[src/pmed_pkg.sv]
`default_nettype none
package pmed_pkg;

  localparam int DEF_PALETTE_ENTRIES = 256;
  localparam int DEF_MAX_WIDTH       = 2048;

  // search lanes, one palette bank each
  localparam int LANES  = 16;
  localparam int LANE_W = 4;
  localparam int DIST_W = 18;   // 3 * 255^2 fits

  localparam int ERR_W  = 20;   // one channel error, scaled by 1024
  localparam int TAG_W  = 20;   // row epoch kept with each error slot
  localparam int QDEPTH = 2;

  typedef enum logic [1:0] {
    FUNC_BEGIN = 2'd0,
    FUNC_LOAD  = 2'd1,
    FUNC_PIXEL = 2'd2,
    FUNC_NOP   = 2'd3
  } func_t;

  typedef enum logic [1:0] {
    REG_DITHER = 2'd0,
    REG_WIDTH  = 2'd1,
    REG_COUNT  = 2'd2,
    REG_NONE   = 2'd3
  } reg_idx_t;

  typedef struct packed {
    func_t      func;
    logic [7:0] entry_index;
    logic [7:0] red;
    logic [7:0] green;
    logic [7:0] blue;
  } item_t;

  typedef struct packed {
    logic        dither;
    logic [11:0] width;
    logic [8:0]  count;
  } cfg_t;

  typedef struct packed {
    logic       start;
    logic [7:0] red;
    logic [7:0] green;
    logic [7:0] blue;
    logic [8:0] count;
  } srch_req_t;

  typedef struct packed {
    logic       busy;
    logic       done;
    logic [7:0] index;
    logic [23:0] rgb;
  } srch_rsp_t;

  typedef struct packed {
    logic        en;
    logic [7:0]  index;
    logic [23:0] rgb;
  } pal_wr_t;

  typedef struct packed {
    logic [7:0] palette_index;
    logic [7:0] red_out;
    logic [7:0] green_out;
    logic [7:0] blue_out;
    logic       end_of_row;
  } res_t;

endpackage
`default_nettype wire

[src/pmed_pix_if.sv]
`default_nettype none
interface pmed_pix_if;
  logic       valid;
  logic       ready;
  logic [1:0] func;
  logic [7:0] entry_index;
  logic [7:0] red;
  logic [7:0] green;
  logic [7:0] blue;

  modport source(output valid, func, entry_index, red, green, blue, input ready);
  modport sink(input valid, func, entry_index, red, green, blue, output ready);
endinterface
`default_nettype wire

[src/pmed_front.sv]
`default_nettype none
module pmed_front import pmed_pkg::*; (
  input  logic  clk,
  input  logic  rst,
  input  logic  hold,
  pmed_pix_if.sink pix,
  output logic  q_valid,
  output item_t q_item,
  input  logic  q_pop
);

  localparam int PTR_W = (QDEPTH > 1) ? $clog2(QDEPTH) : 1;
  localparam int CNT_W = $clog2(QDEPTH + 1);

  item_t             fifo [QDEPTH];
  logic [PTR_W-1:0]  wptr;
  logic [PTR_W-1:0]  rptr;
  logic [CNT_W-1:0]  count;
  logic              push;
  item_t             in_item;

  assign pix.ready = !hold && (count != CNT_W'(QDEPTH));

  always_comb begin
    in_item.func        = func_t'(pix.func);
    in_item.entry_index = pix.entry_index;
    in_item.red         = pix.red;
    in_item.green       = pix.green;
    in_item.blue        = pix.blue;
  end

  // func 3 is dropped here and never reaches the back end
  assign push    = pix.valid && pix.ready && (in_item.func != FUNC_NOP);
  assign q_valid = (count != '0);
  assign q_item  = fifo[rptr];

  always_ff @(posedge clk) begin
    if (push) fifo[wptr] <= in_item;
  end

  always_ff @(posedge clk) begin
    if (rst) begin
      wptr  <= '0;
      rptr  <= '0;
      count <= '0;
    end else begin
      if (push) wptr <= (wptr == PTR_W'(QDEPTH - 1)) ? '0 : wptr + 1'b1;
      if (q_pop) rptr <= (rptr == PTR_W'(QDEPTH - 1)) ? '0 : rptr + 1'b1;
      if (push && !q_pop) count <= count + 1'b1;
      else if (!push && q_pop) count <= count - 1'b1;
    end
  end

endmodule
`default_nettype wire

[src/flat_wrapper.sv]
// flat-port wrapper written by rule: the top's interface ports become plain ports
module pmed_front_flat import pmed_pkg::*;
  (clk, rst, hold, q_valid, q_item, q_pop, pix_valid, pix_func, pix_entry_index, pix_red, pix_green, pix_blue, pix_ready);
  pmed_pix_if pix_i ();
  input  logic clk;
  input  logic rst;
  input  logic hold;
  output logic q_valid;
  output item_t q_item;
  input  logic q_pop;
  input wire logic [$bits(pix_i.valid)-1:0] pix_valid;
  input wire logic [$bits(pix_i.func)-1:0] pix_func;
  input wire logic [$bits(pix_i.entry_index)-1:0] pix_entry_index;
  input wire logic [$bits(pix_i.red)-1:0] pix_red;
  input wire logic [$bits(pix_i.green)-1:0] pix_green;
  input wire logic [$bits(pix_i.blue)-1:0] pix_blue;
  output wire logic [$bits(pix_i.ready)-1:0] pix_ready;
  assign pix_i.valid = pix_valid;
  assign pix_i.func = pix_func;
  assign pix_i.entry_index = pix_entry_index;
  assign pix_i.red = pix_red;
  assign pix_i.green = pix_green;
  assign pix_i.blue = pix_blue;
  assign pix_ready = pix_i.ready;
  pmed_front u_core (.clk(clk), .rst(rst), .hold(hold), .pix(pix_i), .q_valid(q_valid), .q_item(q_item), .q_pop(q_pop));
endmodule
[config.mk]
export PLATFORM = sky130hd
export DESIGN_NAME = pmed_front_flat
export DESIGN_NICKNAME = d
export VERILOG_FILES = /design/src/pmed_pkg.sv /design/src/pmed_pix_if.sv /design/src/pmed_front.sv /design/src/flat_wrapper.sv
export SDC_FILE = /design/constraint.sdc
export NUM_CORES = 1
export LEC_CHECK = 0
export BUFFER_PORTS_ARGS = -buffer_cell sky130_fd_sc_hd__buf_2
export CAP_MARGIN = 20
export CORE_MARGIN = 3
export CORE_UTILIZATION = 25
export DETAILED_ROUTE_END_ITERATION = 7
export PLACE_DENSITY = 0.44
export SYNTH_ARGS = -nofsm -noshare
export SYNTH_HDL_FRONTEND = slang
export SYNTH_SLANG_ARGS = --single-unit
export TNS_END_PERCENT = 5
[constraint.sdc]
create_clock -name clk -period 10.85 [get_ports clk]
set_input_delay 1.085 -clock clk [delete_from_list [all_inputs] [get_ports clk]]
set_output_delay 1.085 -clock clk [all_outputs]
set_load 0.01 [all_outputs]
* Word-level counts from Yosys, hierarchy flattened
Memory sizes are Yosys's and may differ from the RTL's. A register that Yosys moved wholly into a read port is not among the register bits.
Cells that the tools add are included.
** Storage, ports and cells
- Register bits :: 4
- RAM bits :: 68
- Memories :: 1
** Memory list
- u_core.fifo :: depth 2, bits a word 34, read ports 1, clocked after Yosys merged registers in 1, wr ports 1, RTL line pmed_front.sv:15 : item_t fifo [QDEPTH];
** Operators by class
- $add $sub $neg :: 4
- Equality and inequality tests :: 2
- Multiplexer cells :: 8
- Reduce and logical (&&, ||, !) cells :: 10
** Operator list (count)
- 1-bit two-way mux :: 6
- 1-bit logical AND :: 5
- 2-bit two-way mux :: 2
- 2-bit != test, second input constant :: 2
- 2-bit nonzero test :: 2
- 1-bit zero test :: 3
- 1-bit adder, second input constant :: 2
- 2-bit by 1-bit adder with 2-bit output, second input constant :: 1
- 2-bit by 1-bit subtractor with 2-bit output, second input constant :: 1

* Depth between registers and ports, before layout
Gate-level depths: netlist (run 1).
- Depth in word-level cells :: 8
- Depth in mapped cells :: 6

* Least setup slack after synthesis (run 1)
OpenSTA, ideal clock, no wires.
- Path type :: input-to-reg
- Start :: in pix_valid
- End :: mem u_core.fifo[0][0] (netlist name), enable pin
- Setup time :: 0.514 ns
- Arrival :: 4.577 ns
- Data required time :: 10.336 ns
- Path slack :: 5.760 ns
- Cell stages on the path :: 2
- Path through :: a21bo_2 nor4_1
** Between the ends
- Cells in the longest elaborated chain, start to end :: 4
** RTL lines
- start: declaration :: RTL line flat_wrapper.sv:11 : input wire logic [$bits(pix_i.valid)-1:0] pix_valid;
- 1-bit logical AND (2 in series) :: RTL line pmed_front.sv:33 : assign push = pix.valid && pix.ready && (in_item.func != FUNC_NOP);
- 1-bit two-way mux :: RTL line pmed_front.sv:38 : if (push) fifo[wptr] <= in_item;
- 1-bit two-way mux (not written as such) :: RTL line pmed_front.sv:38
- end: declaration :: RTL line pmed_front.sv:15
Every way passes these cells.

==> impl_results.md, run 1 <==
- Status: finished clean
- Setup CP Type: reg -> out
- Sequential share of the synthesized area: 79.5%
- Total gr overflow: 0
- RePlAce Congestion: 0.647
- Die width: between 100 and 150 um
- Syn_area_per_cell: just over 20 um^2
- Commonest cells post-synth: edfxtp_1 (68), mux2_2 (35), dfxtp_1 (5), nor2_1 (5), buf_2 (4)
- Die area: 12100 um^2
- Vias: 1420
- Post-DP HPWL: 3160 um
- Synth cell types: 19
- Synth area leaders: edfxtp_1 (76%), mux2_2 (15%), dfxtp_1 (3.7%), buf_2 (0.74%), nor2_1 (0.70%)
- Register bit total from synthesis: 73
- CTS hold repair buffers: 0
- Switching share of total power: a little over a fifth
- Critical Path AT: 1810 ps
- Number of synthesized flops with an enable pin: 68
- DRC violations left: 0
- Cell depth of the worst setup path: 2
- Max-slew headroom: 41.3%
- Slowest CP cell: dfxtp_2
- Synthesized Nets: around 170
- Largest net degree at the start of global routing: 35
- Ys async rst share: 0%
- Area of the multi-input gates: around 540 um^2
- Port bufs: 74
- Sum Neg Setup Slack: 0 ps
- Synth top area share: about 76%
- Final setup vio count: 0
- Yosys top cell by area: edfxtp_1
- LEAKAGE: 1.26 nW
- Final total power: around 610 uW
- Final Hold Fails: 0
- Peak Freq: 0.346 GHz
- Layout area overhead: 28.1%
- Clk pin slew, worst setup/hold paths: 80 ps
- Min Tclk post-route: 2890 ps
- Dpl cells: between 300 and 400
- Cell Chain, Critical Path: mux2_2 > buf_2
- Maximum buffer depth of the clock tree: 2
- Remaining antenna violation count: 0
- RSZ-0062 raised after global routing: no
- Initial Util: 25.9%
- Reg2Reg Depth: 3
- Peak supply drop: 0.0752 mV
- Share of cells above drive strength 1: about 61%
- Crit. End Element: primary output
- FF+latch area: ~2100 um^2
- Finished Layout Cells: about 360
- Crit-path max FO: 34
- Initial DRC count: 34
- Die height: 110 um
- CTS sink count: between 70 and 80
- Count leader, synth: edfxtp_1
- Final period util: 26.6%
- Min-Delay Path Class: reg -> reg
- Worst hold path depth: 2
- CTS resizes: 0
- Site row count: 37
- Routed len/inst: 14.0 um
- Nets: 254
- Cells after Synth: 132
- TritonCTS clock tree: yes
- PD cells: 178 nW/um^2
- Area of the mapped netlist: 2690 um^2
- Cell-internal power: ~480 uW
- Clock skew: 7.78 ps
- Core region area: 10400 um^2
- Clock power share: 37.1%
- Max-cap check violation count: 0
- Ports: 75
- Buf/Inv on CP: 1
- CP startpoint kind: flip-flop
- H-tree lvl count: 3
- Vias in the first global route: 1433
- CP max stage delay: between 900 and 1000 ps
- GR Util All Layers: 8.51%
- Drt total wl: 4950 um
- First-pass GRT wire length: 7330 um
- Worst skew pair latency: roughly 330 ps
- Number of setup buffers added after CTS: 0
- Net switching power: 135 uW
- Total clock buffers created by CTS: 9
- Worst Tran Pin Value: 880 ps
- Initial antenna violation count: 0
- # fillers: 1037
- Max Slew Vio Count: 0
- # diodes: 0
- Drt pass-1 iters: 4
- Power share of the sequential group: between 50 and 60%
- Power share of the combinational group: under 10%
- Ys flop type: edfxtp_1
- CTS root buffer: clkbuf_8
- Synth warnings: 0
- Drt via density: 4.00
- Worst Path Required: 9770 ps
- CP delay by family, top: flip-flops
- Flop-to-flop setup slack: approximately 9000 ps
## cell usage in the layout, fill, tap and decap left out, drive strengths merged, types with 2 or more instances in the layout
| master | Yosys | layout |
|---|---|---|
| buf | 4 | 75 |
| nor2b | 2 | 2 |
| clkinv | 0 | 4 |
| mux2 | 35 | 35 |
| nor2 | 5 | 5 |
| xor2 | 2 | 2 |
| clkbuf | 0 | 9 |
| edfxtp | 68 | 68 |
| bufinv | 0 | 2 |
| dfxtp | 5 | 5 |
## path summary, 6_finish.rpt
kind                                           to       startpoint
worst max register to register  u_core.fifo[1][7]  u_core.count[1]
worst max-delay path                   q_item[10]        flip-flop
worst min-delay path              u_core.count[1]  u_core.count[1]
worst min register to register    u_core.count[1]  u_core.count[1]
## cell type report
class	count	area share, %
clock buffers	9	3.59
clock inverters	7	2.76
inverters	1	0.109
multi-input cells	54	15.5
flip-flops and latches	73	62.1
well taps	136	4.93
repair buffers	75	11.0
## through the flow
step / cell area (um^2) / hold slack, ps / util [%] / worst slack (ps)
after floorplan: 2690 / 456 / - / 5760
after global placement: 3230 / 484 / 31.0 / 8040
after detailed placement: 3230 / 492 / 31.0 / 8040
after CTS: 3450 / 508 / 33.1 / 7860
after global routing: 3450 / 557 / 33.1 / 7810
final: 3450 / 509 / 33.1 / 7960
## power groups by stage
stage	registers (mW)	clock network (mW)	logic (mW)
floorplan	0.330	0	0.0375
global placement	0.336	0	0.0598
detailed placement	0.336	0	0.0598
CTS	0.329	0.238	0.0602
global route	0.331	0.250	0.0648
finish	0.329	0.228	0.0580
## worst min-delay path, delay by kind of cell, from the launching register on
kind,cells,cell delay [ps]
AOI/OAI and AO/OA,2,130
DFF,1,330
## registers in the layout (all words and copies together), names as in the netlist, named ones only
signal        flops
u_core.rptr       1
u_core.fifo      68
u_core.wptr       1
u_core.count      2
## cells by family (layout without fill, tap and decap cells)
group           count (synthesis)  after routing  synth area share, %
buf+inv                         5             92                0.882
compound gates                  3              3                0.743
xor+xnor                        3              3                0.976
flops                          73             73                 79.5
mux                            35             35                 14.6
simple gates                   12             12                 2.79
fa+ha+maj                       1              1                0.464
## metal layers
layer	share of wire, %	GRT usage (%)	wire length (um)	vias to the layer above
met4	1.5	4.01	72	0
met5	0	0	0	-
met3	8.3	3.58	409	9
met1	44	10.1	2180	685
met2	46	13.3	2290	52
li1	-	-	-	674
Note: power is estimated with default switching activity, not from simulation.
==> run 2: changes to the inputs <==
clock period = 2.9 ns   (was 10.85 ns; I/O delays follow)
==> impl_results.md, run 2 (same netlist as run 1, synthesis figures left out) <==
- Commonest non-fill, non-tap cell in the layout: buf_2
- Routed len/inst: 14.3 um
- Total clock buffers created by CTS: 9
- Status: finished clean
- H-tree lvl count: 3
- Most frequent cells in the layout: buf_2 (74), edfxtp_1 (68), mux2_2 (35)
- PD cells: 665 nW/um^2
- Cell Chain, Critical Path: buf_4 > mux2_2 > buf_2
- Die height: ~110 um
- Clk pin slew, worst setup/hold paths: around 80 ps
- Initial DRC count: 43
- Largest net degree at the start of global routing: 35
- Site row count: 37
- Vias in the first global route: ~1500
- Maximum buffer depth of the clock tree: 2
- Critical Path AT: ~1800 ps
- Slowest CP cell: dfxtp_2
- First-pass GRT wire length: 7730 um
- Reg with most FFs: u_core.fifo
- Max-cap check violation count: 0
- Peak supply drop: 0.220 mV
- Drt total wl: a little over 5000 um
- Min-Delay Path Class: in -> reg
- Final Hold Fails: 0
- CP startpoint kind: flip-flop
- Port bufs: 74
- Crit. End Element: primary output
- DRC violations left: 0
- Vias: roughly 1400
- Min Tclk post-route: 2070 ps
- CTS hold repair buffers: 0
- TritonCTS clock tree: yes
- Ports: 75
- CTS sink count: 73
- Final period util: 71.5%
- # diodes: 0
- Worst Tran Pin Value: 495 ps
- Sum Neg Setup Slack: 0 ps
- Final setup vio count: 0
- Max FFs per register: 68
- Die area: 12100 um^2
- LEAKAGE: 1.27 nW
- Biggest regs: u_core.fifo x68, u_core.count x2
- Drt pass-1 iters: 4
- Layout area overhead: 28.9%
- Core region area: 10400 um^2
- CTS root buffer: clkbuf_8
- Die width: 110 um
- Finished Layout Cells: 357
- Setup CP Type: reg -> out
- Worst skew pair latency: 340 ps
- Max-slew headroom: 67.0%
- CP max stage delay: 530 ps
- Nets: 256
- RePlAce Congestion: 0.639
- Initial Util: 25.9%
- Post-DP HPWL: ~3300 um
- RSZ-0062 raised after global routing: no
- Share of cells above drive strength 1: 61.1%
- Peak Freq: between 0.4 and 0.5 GHz
- CTS resizes: 0
- DP Area: 3250 um^2
- Total gr overflow: 0
- Hold_ws: 134 ps
- Remaining antenna violation count: 0
- Dpl cells: 341
- Worst Path Required: 2610 ps
- Initial antenna violation count: 1
- Final total power: approximately 2.3 mW
- GR Util All Layers: 8.94%
- Number of setup buffers added after CTS: 0
- CP delay by family, top: flip-flops
- Clock skew: ~9.6 ps
- Finished Cell Area: 3470 um^2
- Buf/Inv on CP: 2
- Drt via density: 4.03
- Crit-path max FO: 22
- Max Slew Vio Count: 0
==> run 2: cell count changes in the layout (fill, tap and decap cells not counted) <==
| cell | previous run | this run |
|---|---|---|
| buf_4 | 1 | 3 |
| clkinvlp_4 | 1 | 2 |
| nor4_2 | 1 | 0 |
| inv_6 | 0 | 1 |
| clkinv_4 | 2 | 0 |
| nor4_4 | 0 | 1 |
==> run 2: per-stage QoR <==
| stage | util, % | setup WS [ps] |
|---|---|---|
| 6_report | 33.3 | 827 |
| 2_1_floorplan | - | 27.6 |
| 3_5_place_dp | 31.2 | 1100 |
| 4_1_cts | 33.3 | 753 |
| 5_1_grt | 33.3 | 698 |
| 3_3_place_gp | 31.2 | 1110 |
==> run 2: per-layer routing <==
layer	up-vias	wire length [um]	GRT usage (%)
met4	2	59	4.01
li1	678	-	-
met1	700	2230	10.8
met5	-	13	0
met3	8	412	4.17
met2	52	2380	13.6
==> run 2: area by class of cell <==
type	count	area [um^2]
fillers	1035	6940
flip-flops and latches	73	2140
multi-input cells	54	544
repair buffers	77	393
well taps	136	170
clock buffers	9	124
clock inverters	7	93.8
inverters	1	3.75
==> run 2: path summary, 6_finish.rpt <==
| check | depth (start not counted) | start | end | slack [ps] |
|---|---|---|---|---|
| worst max-delay path | 3 | flip-flop | q_item[17] | 830 |
| worst min-delay path | 1 | pix_red[5] | u_core.fifo[0][21] | 130 |
| worst max register to register | 4 | u_core.count[0] | u_core.fifo[1][16] | 1220 |
| worst min register to register | 2 | u_core.count[1] | u_core.count[1] | 500 |
==> run 2: worst reg2reg max path, cell delays in order (launching register included) <==
cell and delay (ps):
dfxtp_1 410, nor2b_2 110, nor3_4 200, and2_2 160
buf_4 410
==> run 2: power breakdown <==
part	internal, mW	switching [mW]
Clock	0.484	0.370
Sequential	1.20	0.0202
Combinational	0.116	0.119
